<file path="src/sv/pidiz_pkg.sv">
// Package for the PID controller with integral zone and settle timer.
// Holds command codes, register indexes, limits and the pipeline stage types.
// No dependencies.
package pidiz_pkg;

    // Commands carried by an input beat; code 3 has no meaning and changes nothing.
    typedef enum logic [1:0] {
        CMD_SAMPLE = 2'd0,
        CMD_START  = 2'd1,
        CMD_CHECK  = 2'd2
    } cmd_t;

    // Configuration port geometry and register indexes.
    localparam int CFG_IDX_W  = 3;
    localparam int CFG_DATA_W = 32;

    localparam logic [CFG_IDX_W-1:0] REG_GAIN_P         = 3'd0;
    localparam logic [CFG_IDX_W-1:0] REG_GAIN_I         = 3'd1;
    localparam logic [CFG_IDX_W-1:0] REG_GAIN_D         = 3'd2;
    localparam logic [CFG_IDX_W-1:0] REG_SETTLE_WAIT_MS = 3'd3;
    localparam logic [CFG_IDX_W-1:0] REG_RUN_TIMEOUT_MS = 3'd4;
    localparam logic [CFG_IDX_W-1:0] REG_SETPOINT       = 3'd5;

    // Error magnitude limits: integral collects below the zone, the settle
    // timer restarts above the band.
    localparam int INTEGRAL_ZONE = 20;
    localparam int SETTLE_BAND   = 80;

    localparam logic [16:0] ZONE_LIM = 17'(INTEGRAL_ZONE);
    localparam logic [16:0] BAND_LIM = 17'(SETTLE_BAND);

    // Operands handed from the state update stage to the multiply stage.
    typedef struct packed {
        logic               sample;
        logic signed [16:0] err;
        logic signed [17:0] diff;
        logic               err_zero;
        logic signed [31:0] integ;
        logic               moving;
    } op_t;

    // Exact products handed from the multiply stage to the sum stage.
    typedef struct packed {
        logic               sample;
        logic signed [16:0] err;
        logic signed [32:0] p_prod;
        logic signed [47:0] i_prod;
        logic signed [33:0] d_prod;
        logic               moving;
    } prod_t;

endpackage

</file>
<file path="src/sv/pid_with_integral_zone_and_settle_top.sv">
// Top level of the PID controller with integral zone and settle timer.
// Depends on pidiz_pkg for command codes, register indexes and stage types.
//
// A result beat passes the input register, then the operand, product and output registers.
// Throughput: one beat per cycle; the pipeline only stops when the output stalls.
// Four stages: input register, state update, three multipliers, sum and saturate.
// Reset: pipeline empty, configuration registers and state zero, moving flag set; no clear pass.
module pid_with_integral_zone_and_settle_top
(
    input  logic                                  clk,
    input  logic                                  rst_n,

    input  logic                                  cfg_wr_en,
    input  logic [pidiz_pkg::CFG_IDX_W-1:0]       cfg_index,
    input  logic [pidiz_pkg::CFG_DATA_W-1:0]      cfg_data,

    input  logic                                  in_valid,
    output logic                                  in_ready,
    input  logic [1:0]                            cmd,
    input  logic signed [15:0]                    measured,
    input  logic [31:0]                           now_ms,

    output logic                                  out_valid,
    input  logic                                  out_ready,
    output logic signed [31:0]                    drive,
    output logic signed [16:0]                    error_out,
    output logic                                  moving
);

    // Configuration registers.
    logic signed [15:0] gain_p_reg;
    logic signed [15:0] gain_i_reg;
    logic signed [15:0] gain_d_reg;
    logic [31:0]        settle_wait_reg;
    logic [31:0]        run_timeout_reg;
    logic signed [15:0] setpoint_reg;

    // Controller state.
    logic signed [31:0] integral_sum_reg, integral_sum_next;
    logic signed [16:0] last_error_reg, last_error_next;
    logic [31:0]        stable_since_reg, stable_since_next;
    logic [31:0]        run_start_reg, run_start_next;
    logic               moving_flag_reg, moving_flag_next;

    // Pipeline registers.
    logic               s0_vld_reg;
    logic [1:0]         s0_cmd_reg;
    logic signed [15:0] s0_meas_reg;
    logic [31:0]        s0_now_reg;

    logic               s1_vld_reg;
    pidiz_pkg::op_t     s1_reg, s1_next;

    logic               s2_vld_reg;
    pidiz_pkg::prod_t   s2_reg, s2_next;

    logic               out_vld_reg;
    logic signed [31:0] drive_reg, drive_next;
    logic signed [16:0] error_reg;
    logic               moving_out_reg;

    // Handshake chain from the output back to the input.
    logic s3_rdy, s2_rdy, s1_rdy;
    logic s0_adv, s1_adv, s2_adv;

    assign s3_rdy   = !out_vld_reg || out_ready;
    assign s2_rdy   = !s2_vld_reg || s3_rdy;
    assign s1_rdy   = !s1_vld_reg || s2_rdy;
    assign in_ready = !s0_vld_reg || s1_rdy;

    assign s0_adv = s0_vld_reg && s1_rdy;
    assign s1_adv = s1_vld_reg && s2_rdy;
    assign s2_adv = s2_vld_reg && s3_rdy;

    // Error, its magnitude and the running integral for this sample.
    logic signed [16:0] err;
    logic [16:0]        err_abs;
    logic [16:0]        last_err_abs;
    logic               in_zone;
    logic signed [32:0] integ_sum;
    logic signed [31:0] integ_sat;
    logic signed [31:0] integ_new;
    logic signed [17:0] diff;
    logic [31:0]        settle_elapsed;
    logic [31:0]        run_elapsed;
    logic               settle_expired;
    logic               run_expired;

    always_comb
    begin
        err          = 17'(setpoint_reg) - 17'(s0_meas_reg);
        err_abs      = err[16] ? 17'(-err) : 17'(err);
        last_err_abs = last_error_reg[16] ? 17'(-last_error_reg) : 17'(last_error_reg);
        in_zone      = (err != 17'sd0) && (err_abs < pidiz_pkg::ZONE_LIM);

        integ_sum = 33'(integral_sum_reg) + 33'(err);
        if (integ_sum[32] != integ_sum[31])
        begin
            integ_sat = integ_sum[32] ? 32'sh8000_0000 : 32'sh7FFF_FFFF;
        end
        else
        begin
            integ_sat = integ_sum[31:0];
        end
        integ_new = in_zone ? integ_sat : 32'sd0;

        diff = 18'(err) - 18'(last_error_reg);

        settle_elapsed = s0_now_reg - stable_since_reg;
        run_elapsed    = s0_now_reg - run_start_reg;
        settle_expired = settle_elapsed > settle_wait_reg;
        run_expired    = run_elapsed > run_timeout_reg;
    end

    // Command decode: next controller state and the operands for the multipliers.
    always_comb
    begin
        integral_sum_next = integral_sum_reg;
        last_error_next   = last_error_reg;
        stable_since_next = stable_since_reg;
        run_start_next    = run_start_reg;
        moving_flag_next  = moving_flag_reg;

        case (s0_cmd_reg)
            pidiz_pkg::CMD_SAMPLE:
            begin
                if (settle_expired)
                begin
                    moving_flag_next = 1'b0;
                end
                integral_sum_next = integ_new;
                last_error_next   = err;
                if (err_abs > pidiz_pkg::BAND_LIM)
                begin
                    stable_since_next = s0_now_reg;
                end
            end
            pidiz_pkg::CMD_START:
            begin
                run_start_next    = s0_now_reg;
                stable_since_next = s0_now_reg;
                moving_flag_next  = 1'b1;
            end
            pidiz_pkg::CMD_CHECK:
            begin
                if (run_expired)
                begin
                    moving_flag_next = 1'b0;
                end
            end
            default:
            begin
                moving_flag_next = moving_flag_reg;
            end
        endcase

        s1_next.sample   = (s0_cmd_reg == pidiz_pkg::CMD_SAMPLE);
        s1_next.err      = s1_next.sample ? err : 17'sd0;
        s1_next.diff     = diff;
        s1_next.err_zero = (err == 17'sd0);
        s1_next.integ    = integ_new;
        s1_next.moving   = moving_flag_next;
    end

    // Exact products of the three terms.
    always_comb
    begin
        s2_next.sample = s1_reg.sample;
        s2_next.err    = s1_reg.err;
        s2_next.p_prod = 33'(s1_reg.err) * 33'(gain_p_reg);
        s2_next.i_prod = 48'(s1_reg.integ) * 48'(gain_i_reg);
        s2_next.d_prod = s1_reg.err_zero ? 34'sd0 : 34'(s1_reg.diff) * 34'(gain_d_reg);
        s2_next.moving = s1_reg.moving;
    end

    // Divide each product by 256 toward zero, sum exactly and saturate; a beat that is not a sample drives zero.
    logic signed [32:0] p_adj;
    logic signed [47:0] i_adj;
    logic signed [33:0] d_adj;
    logic signed [41:0] total;
    logic               total_fits;

    always_comb
    begin
        p_adj = s2_reg.p_prod + (s2_reg.p_prod[32] ? 33'sd255 : 33'sd0);
        i_adj = s2_reg.i_prod + (s2_reg.i_prod[47] ? 48'sd255 : 48'sd0);
        d_adj = s2_reg.d_prod + (s2_reg.d_prod[33] ? 34'sd255 : 34'sd0);

        total = 42'($signed(p_adj[32:8])) + 42'($signed(i_adj[47:8]))
              + 42'($signed(d_adj[33:8]));
        total_fits = (total[41:31] == {11{total[31]}});

        if (!s2_reg.sample)
        begin
            drive_next = 32'sd0;
        end
        else if (total_fits)
        begin
            drive_next = total[31:0];
        end
        else
        begin
            drive_next = total[41] ? 32'sh8000_0000 : 32'sh7FFF_FFFF;
        end
    end

    // Control state, configuration and controller state.
    always_ff @(posedge clk or negedge rst_n)
    begin
        if (!rst_n)
        begin
            s0_vld_reg       <= 1'b0;
            s1_vld_reg       <= 1'b0;
            s2_vld_reg       <= 1'b0;
            out_vld_reg      <= 1'b0;
            gain_p_reg       <= '0;
            gain_i_reg       <= '0;
            gain_d_reg       <= '0;
            settle_wait_reg  <= '0;
            run_timeout_reg  <= '0;
            setpoint_reg     <= '0;
            integral_sum_reg <= '0;
            last_error_reg   <= '0;
            stable_since_reg <= '0;
            run_start_reg    <= '0;
            moving_flag_reg  <= 1'b1;
        end
        else
        begin
            if (in_ready)
            begin
                s0_vld_reg <= in_valid;
            end
            if (s1_rdy)
            begin
                s1_vld_reg <= s0_vld_reg;
            end
            if (s2_rdy)
            begin
                s2_vld_reg <= s1_vld_reg;
            end
            if (s3_rdy)
            begin
                out_vld_reg <= s2_vld_reg;
            end

            if (s0_adv)
            begin
                integral_sum_reg <= integral_sum_next;
                last_error_reg   <= last_error_next;
                stable_since_reg <= stable_since_next;
                run_start_reg    <= run_start_next;
                moving_flag_reg  <= moving_flag_next;
            end

            if (cfg_wr_en)
            begin
                case (cfg_index)
                    pidiz_pkg::REG_GAIN_P:         gain_p_reg      <= cfg_data[15:0];
                    pidiz_pkg::REG_GAIN_I:         gain_i_reg      <= cfg_data[15:0];
                    pidiz_pkg::REG_GAIN_D:         gain_d_reg      <= cfg_data[15:0];
                    pidiz_pkg::REG_SETTLE_WAIT_MS: settle_wait_reg <= cfg_data;
                    pidiz_pkg::REG_RUN_TIMEOUT_MS: run_timeout_reg <= cfg_data;
                    pidiz_pkg::REG_SETPOINT:       setpoint_reg    <= cfg_data[15:0];
                    default:                       setpoint_reg    <= setpoint_reg;
                endcase
            end
        end
    end

    // Payload registers of each stage load when the stage takes a beat.
    always_ff @(posedge clk)
    begin
        if (in_valid && in_ready)
        begin
            s0_cmd_reg  <= cmd;
            s0_meas_reg <= measured;
            s0_now_reg  <= now_ms;
        end
        if (s0_adv)
        begin
            s1_reg <= s1_next;
        end
        if (s1_adv)
        begin
            s2_reg <= s2_next;
        end
        if (s2_adv)
        begin
            drive_reg      <= drive_next;
            error_reg      <= s2_reg.err;
            moving_out_reg <= s2_reg.moving;
        end
    end

    assign out_valid = out_vld_reg;
    assign drive     = drive_reg;
    assign error_out = error_reg;
    assign moving    = moving_out_reg;

    // A stalled input means every stage holds a beat.
    assert property (@(posedge clk) disable iff (!rst_n)
        !in_ready |-> (s0_vld_reg && s1_vld_reg && s2_vld_reg && out_vld_reg))
        else $error("input stalled while a pipeline stage is empty");

    // A nonzero integral can only come from a last error inside the zone.
    assert property (@(posedge clk) disable iff (!rst_n)
        (integral_sum_reg != 32'sd0) |->
            (last_error_reg != 17'sd0 && last_err_abs < pidiz_pkg::ZONE_LIM))
        else $error("integral held with last error outside the zone");

    // A start command always leaves the moving flag set.
    assert property (@(posedge clk) disable iff (!rst_n)
        (s0_adv && s0_cmd_reg == pidiz_pkg::CMD_START) |=> moving_flag_reg)
        else $error("moving flag clear after a start");

    // A large error restarts the settle timer at the sample time.
    assert property (@(posedge clk) disable iff (!rst_n)
        (s0_adv && s0_cmd_reg == pidiz_pkg::CMD_SAMPLE && err_abs > pidiz_pkg::BAND_LIM)
            |=> (stable_since_reg == $past(s0_now_reg)))
        else $error("settle timer not restarted on a large error");

endmodule
</file>
<file path="config.mk">
export PLATFORM = sky130hd
export DESIGN_NAME = pid_with_integral_zone_and_settle_top
export DESIGN_NICKNAME = d
export VERILOG_FILES = /design/src/sv/pidiz_pkg.sv /design/src/sv/pid_with_integral_zone_and_settle_top.sv
export SDC_FILE = /design/constraint.sdc
export NUM_CORES = 2
export LEC_CHECK = 0
export ABC_AREA = 1
export BUFFER_PORTS_ARGS = -buffer_cell sky130_fd_sc_hd__buf_4
export CAP_MARGIN = 20
export CELL_PAD_IN_SITES_DETAIL_PLACEMENT = 1
export CELL_PAD_IN_SITES_GLOBAL_PLACEMENT = 2
export CORE_MARGIN = 1.5
export CORE_UTILIZATION = 40
export DETAILED_ROUTE_END_ITERATION = 10
export GPL_ROUTABILITY_DRIVEN = 0
export MAX_ROUTING_LAYER = met4
export PLACE_DENSITY_LB_ADDON = 0.1
export SETUP_SLACK_MARGIN = 0.3
export SYNTH_ARGS = -nofsm -noshare
export SYNTH_HDL_FRONTEND = slang
export SYNTH_SLANG_ARGS = --single-unit
</file>
<file path="constraint.sdc">
create_clock -name clk -period 8.3 [get_ports clk]
set_input_delay 1.66 -clock clk [delete_from_list [all_inputs] [get_ports clk]]
set_output_delay 1.66 -clock clk [all_outputs]
set_load 0.05 [all_outputs]
</file>
Word level (Yosys, flattened, before mapping)
Index checks and enable logic that the tools add are counted.
{ "classes": {"add_sub_neg": 11, "mul": 3, "n_lt_le_gt_ge": 4, "eq_ne": 10, "n_mux": 14, "n_reduce_logical": 27} }
{ "op_table": {"columns": ["op", "count"], "rows": [
  ["two-way mux 32 bit", 6],
  ["greater-than comparator 32 bit", 2],
  ["one-hot mux 32 bit (2 select lines)", 1],
  ["subtractor 32 bit", 2],
  ["adder 48 x 9 -> 48 bit", 1],
  ["multiplier 32 x 16 -> 48 bit", 1],
  ["adder 41 x 26 -> 42 bit", 1],
  ["adder 25 x 40 -> 41 bit", 1],
  ["adder 34 x 9 -> 34 bit", 1],
  ["multiplier 18 x 16 -> 34 bit", 1],
  ["adder 32 x 17 -> 33 bit", 1],
  ["adder 33 x 9 -> 33 bit", 1],
  ["multiplier 17 x 16 -> 33 bit", 1],
  ["two-way mux 8 bit", 3],
  ["subtractor 17 x 17 -> 18 bit", 1],
  ["greater-than comparator 17 x 7 -> 1 bit, second input constant", 1],
  ["zero test 17 bit", 1],
  ["< comparator 17 x 5 -> 1 bit, second input constant", 1],
  ["two-way mux 17 bit", 1],
  ["negation 17 bit", 1],
  ["nonzero test 17 bit", 1],
  ["subtractor 16 x 16 -> 17 bit", 1],
  ["AND reduction 2 bit", 8],
  ["== test 10 bit", 1],
  ["other kinds (16)", 29]
]} }
{ "word_totals": {"reg_bits": 550, "input_bits": 90, "wordCells": 102} }

Logic depth before layout (Yosys ltp)
{ "depth": {"ltp_word": 6, "mapped_depth": 38, "ltp_nobuf": 37} }

Least setup slack after synthesis
Ideal clock, no wire load.
{ "synth_path": {"path_kind": "register -> register", "from": "register s1_reg[8] (netlist name)", "to": "register s2_reg[74] (netlist name) (data pin)", "setup_ps": 265, "t_arrival_ps": 5768, "required_ps": 8035, "setup_slack_ps": 2267, "path_stages_with_launch": 27, "n_path_buf": 2, "period_less_slack_ps": 6033, "cell_sequence": "edfxtp_1 > clkbuf_1 > clkbuf_1 > nand2_1 > fa_1 > inv_1 > fa_1 > inv_1 > fa_1 > inv_1 > fa_1 > fa_1 > inv_1 > fa_1 > inv_1 > ha_1 > a21oi_1 > inv_1 > a31oi_1 > a21boi_0 > inv_1 > nand2_1 > nand2_1 > a21oi_1 > or2_2 > o21ai_0 > xor2_1"} }
{ "synth_lines": {"columns": ["item", "line", "rtl"], "rows": [
  ["from (decl)", "pid_with_integral_zone_and_settle_top.sv:52", "pidiz_pkg::op_t s1_reg, s1_next;"],
  ["from (signal assigned)", "pid_with_integral_zone_and_settle_top.sv:282", "s1_reg <= s1_next;"],
  ["to (signal assigned)", "pid_with_integral_zone_and_settle_top.sv:286", "s2_reg <= s2_next;"],
  ["to (decl)", "pid_with_integral_zone_and_settle_top.sv:55", "pidiz_pkg::prod_t s2_reg, s2_next;"]
]} }

==> impl_metrics.py <==
metrics = {
    "outcome": {
        "outcome": "finished, final reports clean",
    },
    "die": {
        "start_util": 0.4043,
        "pin_count": 142,
        "std_cell_rows": 158,
        "die_area_um2": 190600,
        "die_w_um": 436.6,
        "fp.coreArea_um2": 186000,
        "die_y_um": 436.6,
    },
    "routing": {
        "wl_per_cell_um": 21.09,
        "drtIter0Drc": 2923,
        "post_drt_via_cell_ratio": 5.079,
        "drt_wl_total_mm": 250.7,
        "ant_nets": 0,
        "drc": 0,
        "vias": 60370,
        "firstDrtPassIters": 7,
    },
    "timing": {
        "hold_viol_final": 0,
        "setup_viol": 0,
        "report.final.slew_viol_count": 0,
        "rsz0062_at_grt": "no",
        "skew_ps": 46.40,
        "final.setup.tns_ps": 0,
        "max_slew.worst_pin.slew_ps": 1098,
        "fin_crit_ps": 7217,
        "fmax_mhz": 138.6,
        "maxSlewHeadroom": 0.2681,
        "fin_crit_sh": 0.8695,
    },
    "logic_synthesis": {
        "synth-async-reset-ratio": 0.4473,
        "synthTopCellsByCount": "inv_1 (2361), nand2_1 (2101), fa_1 (1083)",
        "syn_inst": 9363,
        "synth-edff-count": 304,
        "synth_top_area_share": 0.2883,
        "yosysUniqueCellTypes": 56,
        "yosysMostFrequentCell": "inv_1",
        "yosysWarnings": 0,
        "synth_fp_nets": 11090,
        "synth.avg_cell_area_um2": 8.033,
        "yosysTopAreaCell": "fa_1",
        "synthTopCellsByArea": "fa_1 (29%), edfxtp_1 (12%), inv_1 (12%), nand2_1 (10%), ha_1 (9.2%)",
        "yosysSeqAreaShare": 0.2032,
        "ys_seq_elements": 550,
        "syn_area_um2": 75210,
        "synth_flop_cell": "edfxtp_1",
    },
    "clock_network": {
        "clkSlewWorstSetupHoldPaths_ps": 60,
        "clk_latency_ps": 720,
        "cts_buffer_depth": 3,
        "htree_num_levels": 3,
        "clkSinkCount": 550,
        "cts_inserted_buffers": 73,
        "cts_tree": "yes",
        "root_buffer": "clkbuf_16",
        "ctsHoldBuffers": 0,
    },
    "setup_path": {
        "worstSetupPathType": "reg2reg",
        "end_kind": "register",
        "crit_fanout": 17,
        "cp.required_ps": 8710,
        "arrival_ps": 7630,
        "worstSetupStartpointType": "register",
    },
    "global_route": {
        "antenna_found_initial": 8,
        "grt_overflow_total": 0,
        "first_global_vias": 67740,
        "grt_usage": 0.2774,
        "grt_max_degree": 146,
        "grt_pass1_wl_mm": 395.8,
    },
    "finish": {
        "layout-drive-gt1-share": 0.04393,
        "fin_nets": 11070,
        "largest_register_ffs": 134,
        "multi_input_area_um2": 49780,
        "seq_area_um2": 15290,
        "area_growth_syn_to_layout_pct": 8.326,
        "fillCellCount": 22580,
    },
    "job": {
        "drv_cap": 0,
    },
    "placement": {
        "dp_hpwl_mm": 207.3,
        "io_buffers": 141,
    },
    "min_path": {
        "hp-class": "reg2reg",
    },
}
metal layers:
metal,track usage,share of wire
met3,0.02084,0.027
met5,-,0
met1,0.3367,0.43
met2,0.4952,0.52
met4,0.07413,0.027
cells by family (layout without fill, tap and decap cells):
group | after synthesis | after routing | synth area share
and+or+nand+nor | 3104 | 3104 | 0.1662
buffers and inverters | 2694 | 2733 | 0.1356
adders and majority gates | 1635 | 1635 | 0.3801
AOI/OAI and AO/OA | 1059 | 1059 | 0.07745
DFF | 550 | 550 | 0.2032
xor gates and xnor gates | 320 | 320 | 0.03726
muxes | 1 | 1 | 0.0001497
other | 0 | 3 | 0
cell usage in the layout, fill, tap and decap left out, drive strengths merged, types with 7 or more instances in the layout:
master    instances
inv            2366
nand2          2103
fa             1083
ha              552
nor2            525
a21oi           479
o21ai           365
edfxtp          304
dfrtp           245
nand3           236
buf             235
xor2            208
xnor2           112
nand4            95
clkbuf           84
nor3             72
a31oi            52
o21bai           36
nor4             34
clkinv           30
o21a             27
a21boi           24
or2              23
a21o             21
o221ai           10
a221oi           10
bufinv           10
o211ai            9
clkinvlp          8
nand3b            7
worst max-delay path, stage by stage, from the launching register on:
cell and delay (ps):
dfrtp_1 850, buf_4 390, nand2_1 90, inv_1 100
fa_1 440, fa_1 490, ha_1 230, fa_1 480
inv_1 50, fa_1 480, fa_1 490, inv_1 50
ha_1 340, nand2_1 100, inv_1 40, a21oi_1 440
o21ai_0 260, a21oi_1 250, inv_1 110, nand2_1 70
nand2_1 70, a21oi_1 390, o21ai_0 250, a21oi_1 290
xnor2_1 150
per-stage QoR:
step	hold WS (ps)	instances	setup slack, ps	cell area (um^2)	utilization
finish	418.0	11890	1083	81480	0.4380
floorplan	400.3	9363	2267	75210	-
CTS	420.7	11880	867.1	81450	0.4378
detailed placement	406.2	11750	927.2	78910	0.4242
global placement	406.9	11740	1116	78830	0.4238
global route	431.4	11880	433.3	81470	0.4380
path summary, 6_finish.rpt:
| path | slack (ps) | from | end | cells after the start |
|---|---|---|---|---|
| max in group asynchronous | 5860 | rst_n | gain_i_reg[0] | 2 |
| min in group asynchronous | 960 | rst_n | settle_wait_reg[27] | 1 |
| hold reg to reg | 420 | s2_reg[127] | error_out[11] | 0 |
| setup reg to reg | 1080 | gain_i_reg[3] | s2_reg[68] | 24 |
| setup / recovery | 1080 | gain_i_reg[3] | s2_reg[68] | 24 |
| hold / removal | 420 | s2_reg[127] | error_out[11] | 0 |
layout make-up:
cell class / instances / share of cell area
diodes: 3 / 0.00009214
clock buffers: 84 / 0.02305
well taps: 2480 / 0.03808
multi-input cells: 6119 / 0.6110
repair buffers: 235 / 0.02310
flip-flops and latches: 550 / 0.1877
clock inverters: 50 / 0.008062
inverters: 2364 / 0.1090
timing repair:
item / 4_1_cts / 5_1_grt
endpoints found under the setup margin: 0 / 31
buffers inserted: 0 / 0
gates resized for setup: 0 / 1
Power is left out: the tool's default activity adds up to more than one toggle a clock period on the data nets, which glitch-free logic cannot reach.
